==> src/rtl/wrs_pkg.sv <==
// Package for the windowed retransmit sender: widths, codes, enum types, the
// command code and the status struct that join the controller and the datapath.
// Depends on nothing.
package wrs_pkg;

  localparam int MAX_WINDOW  = 16;
  localparam int SLOT_W      = $clog2(MAX_WINDOW);
  localparam int CNT_W       = SLOT_W + 1;
  localparam int RETRY_W     = 3;
  localparam int RETRY_LIMIT = 5;
  localparam int SEQ_W       = 32;
  localparam int CFG_W       = 16;

  typedef enum logic [1:0] {
    REQ_TICK = 2'd0,
    REQ_ACK  = 2'd1,
    REQ_EXH  = 2'd2,
    REQ_NONE = 2'd3
  } req_e_t;

  typedef enum logic [1:0] {
    ACT_NEW   = 2'd0,
    ACT_RETX  = 2'd1,
    ACT_GIVEUP = 2'd2,
    ACT_END   = 2'd3
  } act_t;

  typedef enum logic [1:0] {
    CFG_WINDOW   = 2'd0,
    CFG_INTERVAL = 2'd1,
    CFG_TIMEOUT  = 2'd2,
    CFG_UNUSED   = 2'd3
  } cfg_idx_t;

  typedef enum logic [1:0] {
    PH_FILL = 2'd0,
    PH_ACK  = 2'd1,
    PH_DONE = 2'd2
  } phase_t;

  typedef enum logic [2:0] {
    ST_IDLE,
    ST_EXEC,
    ST_TICK,
    ST_SCAN,
    ST_CHECK,
    ST_FLUSH
  } state_t;

  typedef enum logic [3:0] {
    OP_NONE,
    OP_LATCH,
    OP_EXH,
    OP_ACK_CLEAR,
    OP_TICK_INC,
    OP_SEND,
    OP_SCAN_START,
    OP_SCAN_HIT,
    OP_SCAN_SKIP,
    OP_FINISH_END,
    OP_RESTART,
    OP_FLUSH
  } op_t;

  typedef struct packed {
    req_e_t req;
    phase_t phase;
    logic   fill_full;
    logic   fill_due;
    logic   scan_done;
    logic   slot_hit;
    logic   any_live;
    logic   exhausted;
    logic   pend_valid;
    logic   out_free;
  } status_t;

endpackage

==> src/rtl/wrs_req_if.sv <==
// Request channel of the windowed retransmit sender.
// Depends on nothing.
interface wrs_req_if;
  logic        valid;
  logic        ready;
  logic [1:0]  req_type;
  logic [31:0] ack_seq;
  modport source (output valid, req_type, ack_seq, input ready);
  modport sink (input valid, req_type, ack_seq, output ready);
endinterface

==> src/rtl/wrs_res_if.sv <==
// Result channel of the windowed retransmit sender.
// Depends on nothing.
interface wrs_res_if;
  logic        valid;
  logic        ready;
  logic [1:0]  action;
  logic [31:0] out_seq;
  logic [3:0]  out_slot;
  logic        out_last;
  modport source (output valid, action, out_seq, out_slot, out_last, input ready);
  modport sink (input valid, action, out_seq, out_slot, out_last, output ready);
endinterface

==> src/rtl/wrs_ctrl.sv <==
// Controller of the windowed retransmit sender: sequences each request through
// the datapath. Depends on wrs_pkg.
module wrs_ctrl
  import wrs_pkg::*;
(
  input  logic    clk,
  input  logic    rst,
  input  logic    in_valid,
  output logic    in_ready,
  input  status_t st,
  output op_t     op
);

  state_t state, state_next;
  logic   blocked;

  assign blocked = st.pend_valid && !st.out_free;

  always_ff @(posedge clk) begin
    if (rst) begin
      state <= ST_IDLE;
    end else begin
      state <= state_next;
    end
  end

  always_comb begin
    state_next = state;
    unique case (state)
      ST_IDLE: if (in_valid) state_next = ST_EXEC;
      ST_EXEC: begin
        unique case (st.req)
          REQ_TICK: state_next = ST_TICK;
          REQ_ACK:  state_next = (st.phase == PH_ACK) ? ST_CHECK : ST_IDLE;
          default:  state_next = ST_IDLE;
        endcase
      end
      ST_TICK: begin
        priority if (st.phase == PH_ACK) state_next = ST_SCAN;
        else if (st.phase == PH_FILL && st.fill_full) state_next = ST_SCAN;
        else if (st.phase == PH_FILL && st.fill_due) state_next = ST_FLUSH;
        else state_next = ST_IDLE;
      end
      ST_SCAN: if (st.scan_done) state_next = ST_CHECK;
      ST_CHECK: begin
        priority if (st.any_live) state_next = ST_FLUSH;
        else if (!(st.exhausted && blocked)) state_next = ST_FLUSH;
      end
      ST_FLUSH: if (!st.pend_valid || st.out_free) state_next = ST_IDLE;
      default: state_next = ST_IDLE;
    endcase
  end

  always_comb begin
    op       = OP_NONE;
    in_ready = 1'b0;
    unique case (state)
      ST_IDLE: begin
        in_ready = 1'b1;
        if (in_valid) op = OP_LATCH;
      end
      ST_EXEC: begin
        unique case (st.req)
          REQ_TICK: op = OP_TICK_INC;
          REQ_ACK:  if (st.phase != PH_DONE) op = OP_ACK_CLEAR;
          REQ_EXH:  op = OP_EXH;
          default:  op = OP_NONE;
        endcase
      end
      ST_TICK: begin
        priority if (st.phase == PH_ACK) op = OP_SCAN_START;
        else if (st.phase == PH_FILL && st.fill_full) op = OP_SCAN_START;
        else if (st.phase == PH_FILL && st.fill_due) op = OP_SEND;
        else op = OP_NONE;
      end
      ST_SCAN: begin
        priority if (st.scan_done) op = OP_NONE;
        else if (!st.slot_hit) op = OP_SCAN_SKIP;
        else if (!blocked) op = OP_SCAN_HIT;
        else op = OP_NONE;
      end
      ST_CHECK: begin
        priority if (st.any_live) op = OP_NONE;
        else if (!st.exhausted) op = OP_RESTART;
        else if (!blocked) op = OP_FINISH_END;
        else op = OP_NONE;
      end
      ST_FLUSH: if (st.pend_valid && st.out_free) op = OP_FLUSH;
      default: op = OP_NONE;
    endcase
  end

endmodule

==> src/rtl/wrs_dpath.sv <==
// Datapath of the windowed retransmit sender: configuration, window slots,
// timers, pending result and output register. Depends on wrs_pkg.
module wrs_dpath
  import wrs_pkg::*;
(
  input  logic              clk,
  input  logic              rst,
  input  logic              cfg_we,
  input  logic [1:0]        cfg_index,
  input  logic [CFG_W-1:0]  cfg_data,
  input  logic [1:0]        in_req_type,
  input  logic [SEQ_W-1:0]  in_ack_seq,
  input  op_t               op,
  output status_t           st,
  output logic              out_valid,
  input  logic              out_ready,
  output logic [1:0]        out_action,
  output logic [SEQ_W-1:0]  out_seq,
  output logic [SLOT_W-1:0] out_slot,
  output logic              out_last
);

  logic [4:0]  window_size;
  logic [9:0]  send_interval_ms;
  logic [15:0] timeout_ms;

  phase_t             phase;
  logic [SEQ_W-1:0]   next_seq;
  logic [CNT_W-1:0]   sent_count;
  logic [SEQ_W-1:0]   now_ms;
  logic [SEQ_W-1:0]   last_send_ms;
  logic               data_exhausted;
  logic [CNT_W-1:0]   idx;
  logic [MAX_WINDOW-1:0] slot_live;
  logic [RETRY_W-1:0] slot_retries [MAX_WINDOW];
  logic [SEQ_W-1:0]   slot_seq [MAX_WINDOW];
  logic [SEQ_W-1:0]   slot_time [MAX_WINDOW];

  req_e_t           req_q;
  logic [SEQ_W-1:0] ack_q;

  logic              pend_valid;
  act_t              pend_act;
  logic [SEQ_W-1:0]  pend_seq;
  logic [SLOT_W-1:0] pend_slot;

  logic [CNT_W-1:0]  eff_w;
  logic [SLOT_W-1:0] si;
  logic [SLOT_W-1:0] wi;
  logic [SEQ_W-1:0]  age;
  logic              give_up;
  logic              push_en;
  logic              load_out;
  logic              out_free;
  act_t              new_act;
  logic [SEQ_W-1:0]  new_seq;
  logic [SLOT_W-1:0] new_slot;

  always_comb begin
    if (window_size == '0) eff_w = CNT_W'(1);
    else if (window_size > 5'(MAX_WINDOW)) eff_w = CNT_W'(MAX_WINDOW);
    else eff_w = CNT_W'(window_size);
  end

  assign si       = idx[SLOT_W-1:0];
  assign wi       = sent_count[SLOT_W-1:0];
  assign age      = now_ms - slot_time[si];
  assign give_up  = slot_retries[si] >= RETRY_W'(RETRY_LIMIT);
  assign out_free = !out_valid || out_ready;

  assign st.req        = req_q;
  assign st.phase      = phase;
  assign st.fill_full  = sent_count >= eff_w;
  assign st.fill_due   = (now_ms - last_send_ms) >= SEQ_W'(send_interval_ms);
  assign st.scan_done  = idx == sent_count;
  assign st.slot_hit   = slot_live[si] && (age > SEQ_W'(timeout_ms));
  assign st.any_live   = |slot_live;
  assign st.exhausted  = data_exhausted;
  assign st.pend_valid = pend_valid;
  assign st.out_free   = out_free;

  always_comb begin
    push_en  = 1'b0;
    new_act  = ACT_NEW;
    new_seq  = next_seq;
    new_slot = wi;
    unique case (op)
      OP_SEND: push_en = 1'b1;
      OP_SCAN_HIT: begin
        push_en  = 1'b1;
        new_act  = give_up ? ACT_GIVEUP : ACT_RETX;
        new_seq  = slot_seq[si];
        new_slot = si;
      end
      OP_FINISH_END: begin
        push_en  = 1'b1;
        new_act  = ACT_END;
        new_seq  = '0;
        new_slot = '0;
      end
      default: push_en = 1'b0;
    endcase
  end

  assign load_out = (push_en && pend_valid) || (op == OP_FLUSH);

  // Control state.
  always_ff @(posedge clk) begin
    if (rst) begin
      window_size      <= 5'd1;
      send_interval_ms <= 10'd1;
      timeout_ms       <= 16'd100;
      phase            <= PH_FILL;
      next_seq         <= SEQ_W'(1);
      sent_count       <= '0;
      now_ms           <= '0;
      last_send_ms     <= '0;
      data_exhausted   <= 1'b0;
      idx              <= '0;
      slot_live        <= '0;
      for (int k = 0; k < MAX_WINDOW; k++) slot_retries[k] <= '0;
      pend_valid       <= 1'b0;
      out_valid        <= 1'b0;
    end else begin
      if (cfg_we) begin
        unique case (cfg_idx_t'(cfg_index))
          CFG_WINDOW:   window_size      <= cfg_data[4:0];
          CFG_INTERVAL: send_interval_ms <= cfg_data[9:0];
          CFG_TIMEOUT:  timeout_ms       <= cfg_data;
          default:      ;
        endcase
      end
      unique case (op)
        OP_EXH: if (phase != PH_DONE) data_exhausted <= 1'b1;
        OP_ACK_CLEAR: begin
          for (int k = 0; k < MAX_WINDOW; k++) begin
            if (slot_live[k] && slot_seq[k] == ack_q) slot_live[k] <= 1'b0;
          end
        end
        OP_TICK_INC: now_ms <= now_ms + SEQ_W'(1);
        OP_SEND: begin
          slot_live[wi]    <= 1'b1;
          slot_retries[wi] <= '0;
          next_seq         <= next_seq + SEQ_W'(1);
          sent_count       <= sent_count + CNT_W'(1);
          last_send_ms     <= now_ms;
          if (sent_count + CNT_W'(1) >= eff_w) phase <= PH_ACK;
        end
        OP_SCAN_START: begin
          phase <= PH_ACK;
          idx   <= '0;
        end
        OP_SCAN_HIT: begin
          if (give_up) slot_live[si] <= 1'b0;
          else slot_retries[si] <= slot_retries[si] + RETRY_W'(1);
          idx <= idx + CNT_W'(1);
        end
        OP_SCAN_SKIP: idx <= idx + CNT_W'(1);
        OP_FINISH_END: phase <= PH_DONE;
        OP_RESTART: begin
          for (int k = 0; k < MAX_WINDOW; k++) slot_retries[k] <= '0;
          sent_count   <= '0;
          last_send_ms <= now_ms;
          phase        <= PH_FILL;
        end
        default: ;
      endcase
      if (push_en) pend_valid <= 1'b1;
      else if (op == OP_FLUSH) pend_valid <= 1'b0;
      if (load_out) out_valid <= 1'b1;
      else if (out_ready) out_valid <= 1'b0;
    end
  end

  // Payload registers.
  always_ff @(posedge clk) begin
    if (op == OP_LATCH) begin
      req_q <= req_e_t'(in_req_type);
      ack_q <= in_ack_seq;
    end
    if (op == OP_SEND) begin
      slot_seq[wi]  <= next_seq;
      slot_time[wi] <= now_ms;
    end
    if (op == OP_SCAN_HIT && !give_up) slot_time[si] <= now_ms;
    if (load_out) begin
      out_action <= pend_act;
      out_seq    <= pend_seq;
      out_slot   <= pend_slot;
      out_last   <= (op == OP_FLUSH);
    end
    if (push_en) begin
      pend_act  <= new_act;
      pend_seq  <= new_seq;
      pend_slot <= new_slot;
    end
  end

endmodule

==> src/rtl/windowed_retransmit_sender.sv <==
// Windowed retransmit sender: one request at a time, taken in the idle state.
// A tick in the acking phase scans the window one slot per cycle, except that a
// timed-out slot waits while the pending result cannot move to the output register.
// Results leave through a one-deep pending register and an output register.
// Reset (rst, synchronous, active high) clears control state and loads the
// configuration defaults; slot sequence numbers and send times are left as is.
module windowed_retransmit_sender
  import wrs_pkg::*;
(
  input  logic             clk,
  input  logic             rst,
  wrs_req_if.sink          req,
  wrs_res_if.source        res,
  input  logic             cfg_we,
  input  logic [1:0]       cfg_index,
  input  logic [CFG_W-1:0] cfg_data
);

  // The controller and the datapath exchange only the operation code for the
  // current cycle and a status struct of decisions taken from datapath state.
  op_t     op;
  status_t st;

  // The controller takes a request only in its idle state; a finished result
  // may still wait in the output register while the next request is taken.
  wrs_ctrl u_ctrl (
    .clk      (clk),
    .rst      (rst),
    .in_valid (req.valid),
    .in_ready (req.ready),
    .st       (st),
    .op       (op)
  );

  // The datapath holds the window, the timers and the result registers. The
  // last result of each request is marked when the pending result is flushed.
  wrs_dpath u_dpath (
    .clk         (clk),
    .rst         (rst),
    .cfg_we      (cfg_we),
    .cfg_index   (cfg_index),
    .cfg_data    (cfg_data),
    .in_req_type (req.req_type),
    .in_ack_seq  (req.ack_seq),
    .op          (op),
    .st          (st),
    .out_valid   (res.valid),
    .out_ready   (res.ready),
    .out_action  (res.action),
    .out_seq     (res.out_seq),
    .out_slot    (res.out_slot),
    .out_last    (res.out_last)
  );

endmodule
==> src/flat_wrapper.sv <==
// flat-port wrapper written by rule: the top's interface ports become plain ports
module windowed_retransmit_sender_flat import wrs_pkg::*;
  (clk, rst, cfg_we, cfg_index, cfg_data, req_valid, req_req_type, req_ack_seq, req_ready, res_valid, res_action, res_out_seq, res_out_slot, res_out_last, res_ready);
  wrs_req_if req_i ();
  wrs_res_if res_i ();
  input  logic clk;
  input  logic rst;
  input  logic cfg_we;
  input  logic [1:0] cfg_index;
  input  logic [CFG_W-1:0] cfg_data;
  input wire logic [$bits(req_i.valid)-1:0] req_valid;
  input wire logic [$bits(req_i.req_type)-1:0] req_req_type;
  input wire logic [$bits(req_i.ack_seq)-1:0] req_ack_seq;
  output wire logic [$bits(req_i.ready)-1:0] req_ready;
  output wire logic [$bits(res_i.valid)-1:0] res_valid;
  output wire logic [$bits(res_i.action)-1:0] res_action;
  output wire logic [$bits(res_i.out_seq)-1:0] res_out_seq;
  output wire logic [$bits(res_i.out_slot)-1:0] res_out_slot;
  output wire logic [$bits(res_i.out_last)-1:0] res_out_last;
  input wire logic [$bits(res_i.ready)-1:0] res_ready;
  assign req_i.valid = req_valid;
  assign req_i.req_type = req_req_type;
  assign req_i.ack_seq = req_ack_seq;
  assign req_ready = req_i.ready;
  assign res_valid = res_i.valid;
  assign res_action = res_i.action;
  assign res_out_seq = res_i.out_seq;
  assign res_out_slot = res_i.out_slot;
  assign res_out_last = res_i.out_last;
  assign res_i.ready = res_ready;
  windowed_retransmit_sender u_core (.clk(clk), .rst(rst), .req(req_i), .res(res_i), .cfg_we(cfg_we), .cfg_index(cfg_index), .cfg_data(cfg_data));
endmodule
==> config.mk <==
export PLATFORM = sky130hd
export DESIGN_NAME = windowed_retransmit_sender_flat
export DESIGN_NICKNAME = d
export VERILOG_FILES = /design/src/rtl/wrs_pkg.sv /design/src/rtl/wrs_req_if.sv /design/src/rtl/wrs_res_if.sv /design/src/rtl/wrs_ctrl.sv /design/src/rtl/wrs_dpath.sv /design/src/rtl/windowed_retransmit_sender.sv /design/src/flat_wrapper.sv
export SDC_FILE = /design/constraint.sdc
export NUM_CORES = 2
export LEC_CHECK = 0
export ABC_AREA = 1
export BUFFER_PORTS_ARGS = -buffer_cell sky130_fd_sc_hd__clkbuf_2
export CAP_MARGIN = 15
export CORE_AREA = 2 2 450 318
export DETAILED_ROUTE_END_ITERATION = 10
export DIE_AREA = 0 0 452 320
export PLACE_DENSITY_LB_ADDON = 0.08
export SYNTH_ARGS = -nofsm -noshare
export SYNTH_HDL_FRONTEND = slang
export SYNTH_SLANG_ARGS = --single-unit
==> constraint.sdc <==
create_clock -name clk -period 16.1 [get_ports clk]
set_clock_uncertainty 0.2 [all_clocks]
set_input_delay 0 -clock clk [delete_from_list [all_inputs] [get_ports clk]]
set_output_delay 0 -clock clk [all_outputs]
set_load 0.05 [all_outputs]
Yosys cells after proc, flatten, opt, wreduce, memory -nomap -nowiden:

Memory sizes are Yosys's and may differ from the RTL's. A register that Yosys moved wholly into a read port is not among the register bits.
Cells that the tools add are included.
Widths: inputs -> output; s select.

* bits in registers: 272
* bits in writable memories: 1072
* input port bits: 57
* output and inout bits: 41
* memories: 3

Memories
* u_core.u_dpath.slot_seq: words 16, width 32, read ports 17, clocked after memory_dff 1, write ports 1, line wrs_dpath.sv:36 `logic [SEQ_W-1:0] slot_seq [MAX_WINDOW];`
* u_core.u_dpath.slot_time: words 16, width 32, read ports 1, clocked after memory_dff 1, write ports 1, line wrs_dpath.sv:37 `logic [SEQ_W-1:0] slot_time [MAX_WINDOW];`
* u_core.u_dpath.slot_retries: words 16, width 3, read ports 1, clocked after memory_dff 1, write ports 16, line wrs_dpath.sv:35 `logic [RETRY_W-1:0] slot_retries [MAX_WINDOW];`

* add/sub/neg operators: 7
* order comparisons: 10
* equal/unequal tests: 61
* mux-type cells: 111
* bitwise operators: 19
* reductions and logical operators: 73

Operators with widths (count)
* $eq 32x32->1: 16
* $mux 3: 31
* $add 32x1->32 const B: 2
* $pmux 32 s2: 1
* $sub 32x32->32: 2
* $mux 4: 15
* $pmux 16 s3: 1
* $reduce_and 3->1: 16
* $mux 1: 44
* $ne 2x2->1 const B: 21
* $ge 32x10->1: 1
* $gt 32x16->1: 1
* $mux 32: 1
* $reduce_or 32->1: 1
* $logic_and 1x1->1: 26
* $pmux 4 s6: 1
* $pmux 5 s2: 2
* $pmux 3 s6: 1
* $and 16x16->16: 1
* $eq 4x3->1 const B: 4
* $eq 4x4->1 const B: 4
* $mux 16: 1
* $not 16->16: 1
* $or 1x1->1: 16
* other kinds (40): 71

Depth between registers and ports, before layout:

* word-level depth: 15
* mapped depth: 41
* gate-level depth less buffers: 34

By module:

Synthesis repeated with hierarchy kept, for this count alone.

* cell total of the unflattened synthesis: 6774
* area total of the unflattened synthesis: 65890.7 µm²

Modules (own cells, without submodules)
* wrs_dpath: times used 1, cells each 6692, area each 65441.5 µm², sequential area each 38767.2 µm²
* wrs_ctrl: times used 1, cells each 82, area each 449.2 µm², sequential area each 60.1 µm²

Worst setup path before layout:

No wires, ideal clock.

* kind: register to register
* start point: register (tool-made name)
* end point: register u_core.u_dpath.out_valid
* setup time: 122 ps
* arrival: 6981 ps
* required time: 15778 ps
* path slack: 8797 ps
* stages on the path, launching flop included: 38
* buffers on the path: 8
* period minus slack after synthesis: 7303 ps
* cell sequence: dfxtp_1 -> buf_6 -> buf_6 -> buf_2 -> buf_2 -> clkbuf_1 -> clkbuf_1 -> clkbuf_1 -> nor2_1 -> o221ai_1 -> o211ai_1 -> nand2_1 -> inv_1 -> ha_1 -> nand2_1 -> inv_1 -> a21oi_1 -> nand2_2 -> (+2 left out) -> xor2_1 -> ha_1 -> nand2_1 -> nor4_1 -> nand3_1 -> nand2_1 -> nand2_1 -> nor2_1 -> nand2_1 -> nor2_1 -> nand3_2 -> nand3_4 -> buf_4 -> nand3_1 -> nand2_1 -> nand2_1 -> o21ai_0 -> inv_1

RTL lines
* end signal, assigned: line wrs_dpath.sv:123 `out_valid <= 1'b0;`
* end signal, assigned: line wrs_dpath.sv:170 `if (load_out) out_valid <= 1'b1;`
* end signal, assigned: line wrs_dpath.sv:171 `else if (out_ready) out_valid <= 1'b0;`
* end, declared: line wrs_dpath.sv:15 `output logic out_valid,`

==> flow_metrics.tcl <==
set metrics [dict create \
    syn_inst 6851 \
    die_y_um 320 \
    fmax_mhz 110 \
    max_slew.worst_pin.slew_ps 1300 \
    wire_per_inst_um 27.4 \
    ys_ff_latch 1348 \
    via_per_inst 6.08 \
    area_growth_pct 12.8 \
    io_buffer_count 97 \
    grt-ovfl-total 0 \
    synth_top_cell_by_area "edfxtp_1" \
    rows 115 \
    met3_usage_pct 13.6 \
    cts_buffers 139 \
    worstSetupPathType "flip-flop to flip-flop" \
    yosysWarnings 0 \
    path_clk_slew_ps 60 \
    clock_sink_count 1348 \
    setup_tns_ps 0 \
    reg_top3 "u_core.u_dpath.slot_seq x512, u_core.u_dpath.slot_time x512, u_core.u_dpath.slot_retries x48" \
    met1_usage_pct 53.5 \
    cts_tree "done" \
    path_max_fanout 102 \
    die_w_um 452 \
    fin_util_pct 53.9 \
    worstSkewPairLatency_ps 800 \
    layout_commonest_cell "nand2_1" \
    syn-num-nets 7023 \
    synth_area_sq_um 66900 \
    hold_viol 0 \
    root_buffer "clkbuf_16" \
    finalPower_uw 7780 \
    synth_edf_count 1183 \
    rsz0062_at_grt "no" \
    cellLeakagePower_uw 0.0284 \
    avgSynthCellArea_sq_um 9.76 \
    maxSlewViolCount 0 \
    use_met2_pct 40.8 \
    cts.path.max_buffers 3 \
    critPathLaunchType "flip-flop" \
    synth-main-ff-cell "edfxtp_1" \
    htree_levels 4 \
    dp_hpwl_um 164000 \
    outcome "completed" \
    drtPass1Iterations 6 \
    track_usage_pct 33.5 \
    path_common_cell "nand2_1" \
    top_usage_layer "met1" \
    cp.required_ps 16340 \
    grt_pass1_wl_um 353000 \
    crit_slowest_cell "buf_4" \
    ios 98 \
    period_needed_ps 9090 \
    drive_above_1_share_pct 8.41 \
    gp_congestion 1.01 \
    routed_wl_um 245000 \
    grt_pass1_vias 50000 \
    setup_violations 0 \
    yosys-top-cells-area "edfxtp_1 (53%), nand2_1 (6.8%), dfxtp_1 (4.9%)" \
    postCtsResizedCells 0 \
    fin_crit_sh_pct 56.4 \
    peakVddDrop_mv 0.0976 \
    max-slew-margin-rel_pct 12.5 \
    core_area_sq_um 140000 \
    synth.top_cell.area_share_pct 53.1 \
    antenna_found_initial 11 \
    ant_nets 0 \
    die_area_sq_um 145000 \
    fillers 12400 \
    ys_types 69 \
    fin_nets 7146 \
    hold_path.class "input port to flip-flop" \
    drc 0 \
    first_iter_violations 8300 \
    worst_ep_arrival_time_ps 9330 \
    critPathMaxStageDelay_ps 900 \
    grt_max_degree 151 \
    route.vias.total 54500 \
    async_flop_share_pct 0 \
    p_per_area_nw_per_um2 103 \
    endpoint_kind "flip-flop" \
    final_cell_mix "nand2_1 (1218), edfxtp_1 (1183), o21ai_0 (659)" \
    max_cap_viol_count 0 \
    initial_core_util_pct 47.8 \
    ys_seq_area_share_pct 58.1 \
    ff2ff_setup_slack_ps 7010 \
]
-- path summary, 6_finish.rpt --
kind / startpoint / endpoint / cells past startpoint
worst max-delay path: flip-flop / u_core.u_dpath.slot_time[14][9] / 34
worst min-delay path: cfg_index[1] / u_core.u_dpath.send_interval_ms[3] / 5
worst max register to register: flip-flop / u_core.u_dpath.slot_time[14][9] / 34
worst min register to register: u_core.u_dpath.pend_seq[6] / u_core.u_dpath.out_seq[6] / 0
-- synthesized netlist by cell type, types with 15 or more instances --
| cell | n |
|---|---|
| nor3_1 | 115 |
| o22ai_1 | 84 |
| o21ai_0 | 659 |
| buf_2 | 27 |
| edfxtp_1 | 1183 |
| inv_1 | 639 |
| xor2_1 | 192 |
| nand3_1 | 290 |
| dfxtp_1 | 165 |
| nor2_1 | 630 |
| nand4_1 | 70 |
| o31ai_1 | 19 |
| nand3b_1 | 15 |
| a31oi_1 | 49 |
| buf_1 | 42 |
| nor3_2 | 42 |
| o2111ai_1 | 53 |
| o211ai_1 | 45 |
| a221oi_1 | 31 |
| nand2_2 | 18 |
| xnor2_1 | 75 |
| o221ai_1 | 101 |
| ha_1 | 113 |
| a211oi_1 | 35 |
| nand2_1 | 1220 |
| o32ai_1 | 24 |
| nor4_1 | 42 |
| clkbuf_1 | 282 |
| a21oi_1 | 413 |
-- final cells by class --
class / instances / area (sq um) / share of cell area, %
Clock buffer: 188 / 3840 / 5.09
Multi-Input combinational cell: 4474 / 24300 / 32.2
Sequential cell: 1348 / 38800 / 51.5
Tap cell: 1872 / 2340 / 3.11
Inverter: 659 / 2490 / 3.31
Antenna cell: 1 / 2.50 / 0.00332
Timing Repair Buffer: 352 / 2760 / 3.66
Clock inverter: 69 / 850 / 1.13
-- logic make-up (layout without fill, tap and decap cells) --
group	Yosys count	count (layout)	synth area share, %
flip-flops	1348	1348	58.1
XOR/XNOR	267	267	3.50
buffers and inverters	1029	1268	6.01
AO/OA/AOI/OAI	1575	1575	13.9
other	0	1	0
adder cells (fa/ha/maj)	115	115	2.17
AND/OR/NAND/NOR	2517	2517	16.3
-- critical path, delay by kind of cell (launching register included) --
family / cells / cell delay (ps)
fa+ha+maj: 2 / 750
flops: 1 / 560
xor+xnor: 1 / 70
simple gates: 21 / 3340
compound gates: 3 / 630
buf+inv: 7 / 3030
-- through the flow --
step	std cells	instance area [sq um]	hold WS [ps]	setup WS, ps
after detailed placement	8574	69400	-21.4	7090
after floorplan	6851	66900	-101	8800
after CTS	8959	75400	50.5	7060
after global placement	8573	69400	-23.5	7260
after global routing	8962	75400	179	6360
final	8963	75400	126	7010
-- repair_timing --
item | 4_1_cts | 5_1_grt
endpoints found under the setup margin | 0 | 0
endpoints found under the hold margin | 155 | 0
buffers inserted | 0 | 0
hold buffers | 128 | 0
-- per-layer routing --
metal | part of all wire [%] | wire length, um | vias to the layer above
met1 | 46 | 113000 | 26500
met3 | 16 | 38800 | 327
met4 | 2.1 | 5160 | 4
met2 | 36 | 88800 | 3343
li1 | - | - | 24400
met5 | 0.011 | 27 | -
-- power by group --
part	total (uW)	switching (uW)	leakage, uW	internal (uW)
combinational	568	379	0.0140	190
sequential	3830	42.5	0.0121	3780
clock	3390	1440	0.00229	1950
total	7780	1860	0.0284	5920
Note: power is estimated with default switching activity, not from simulation.
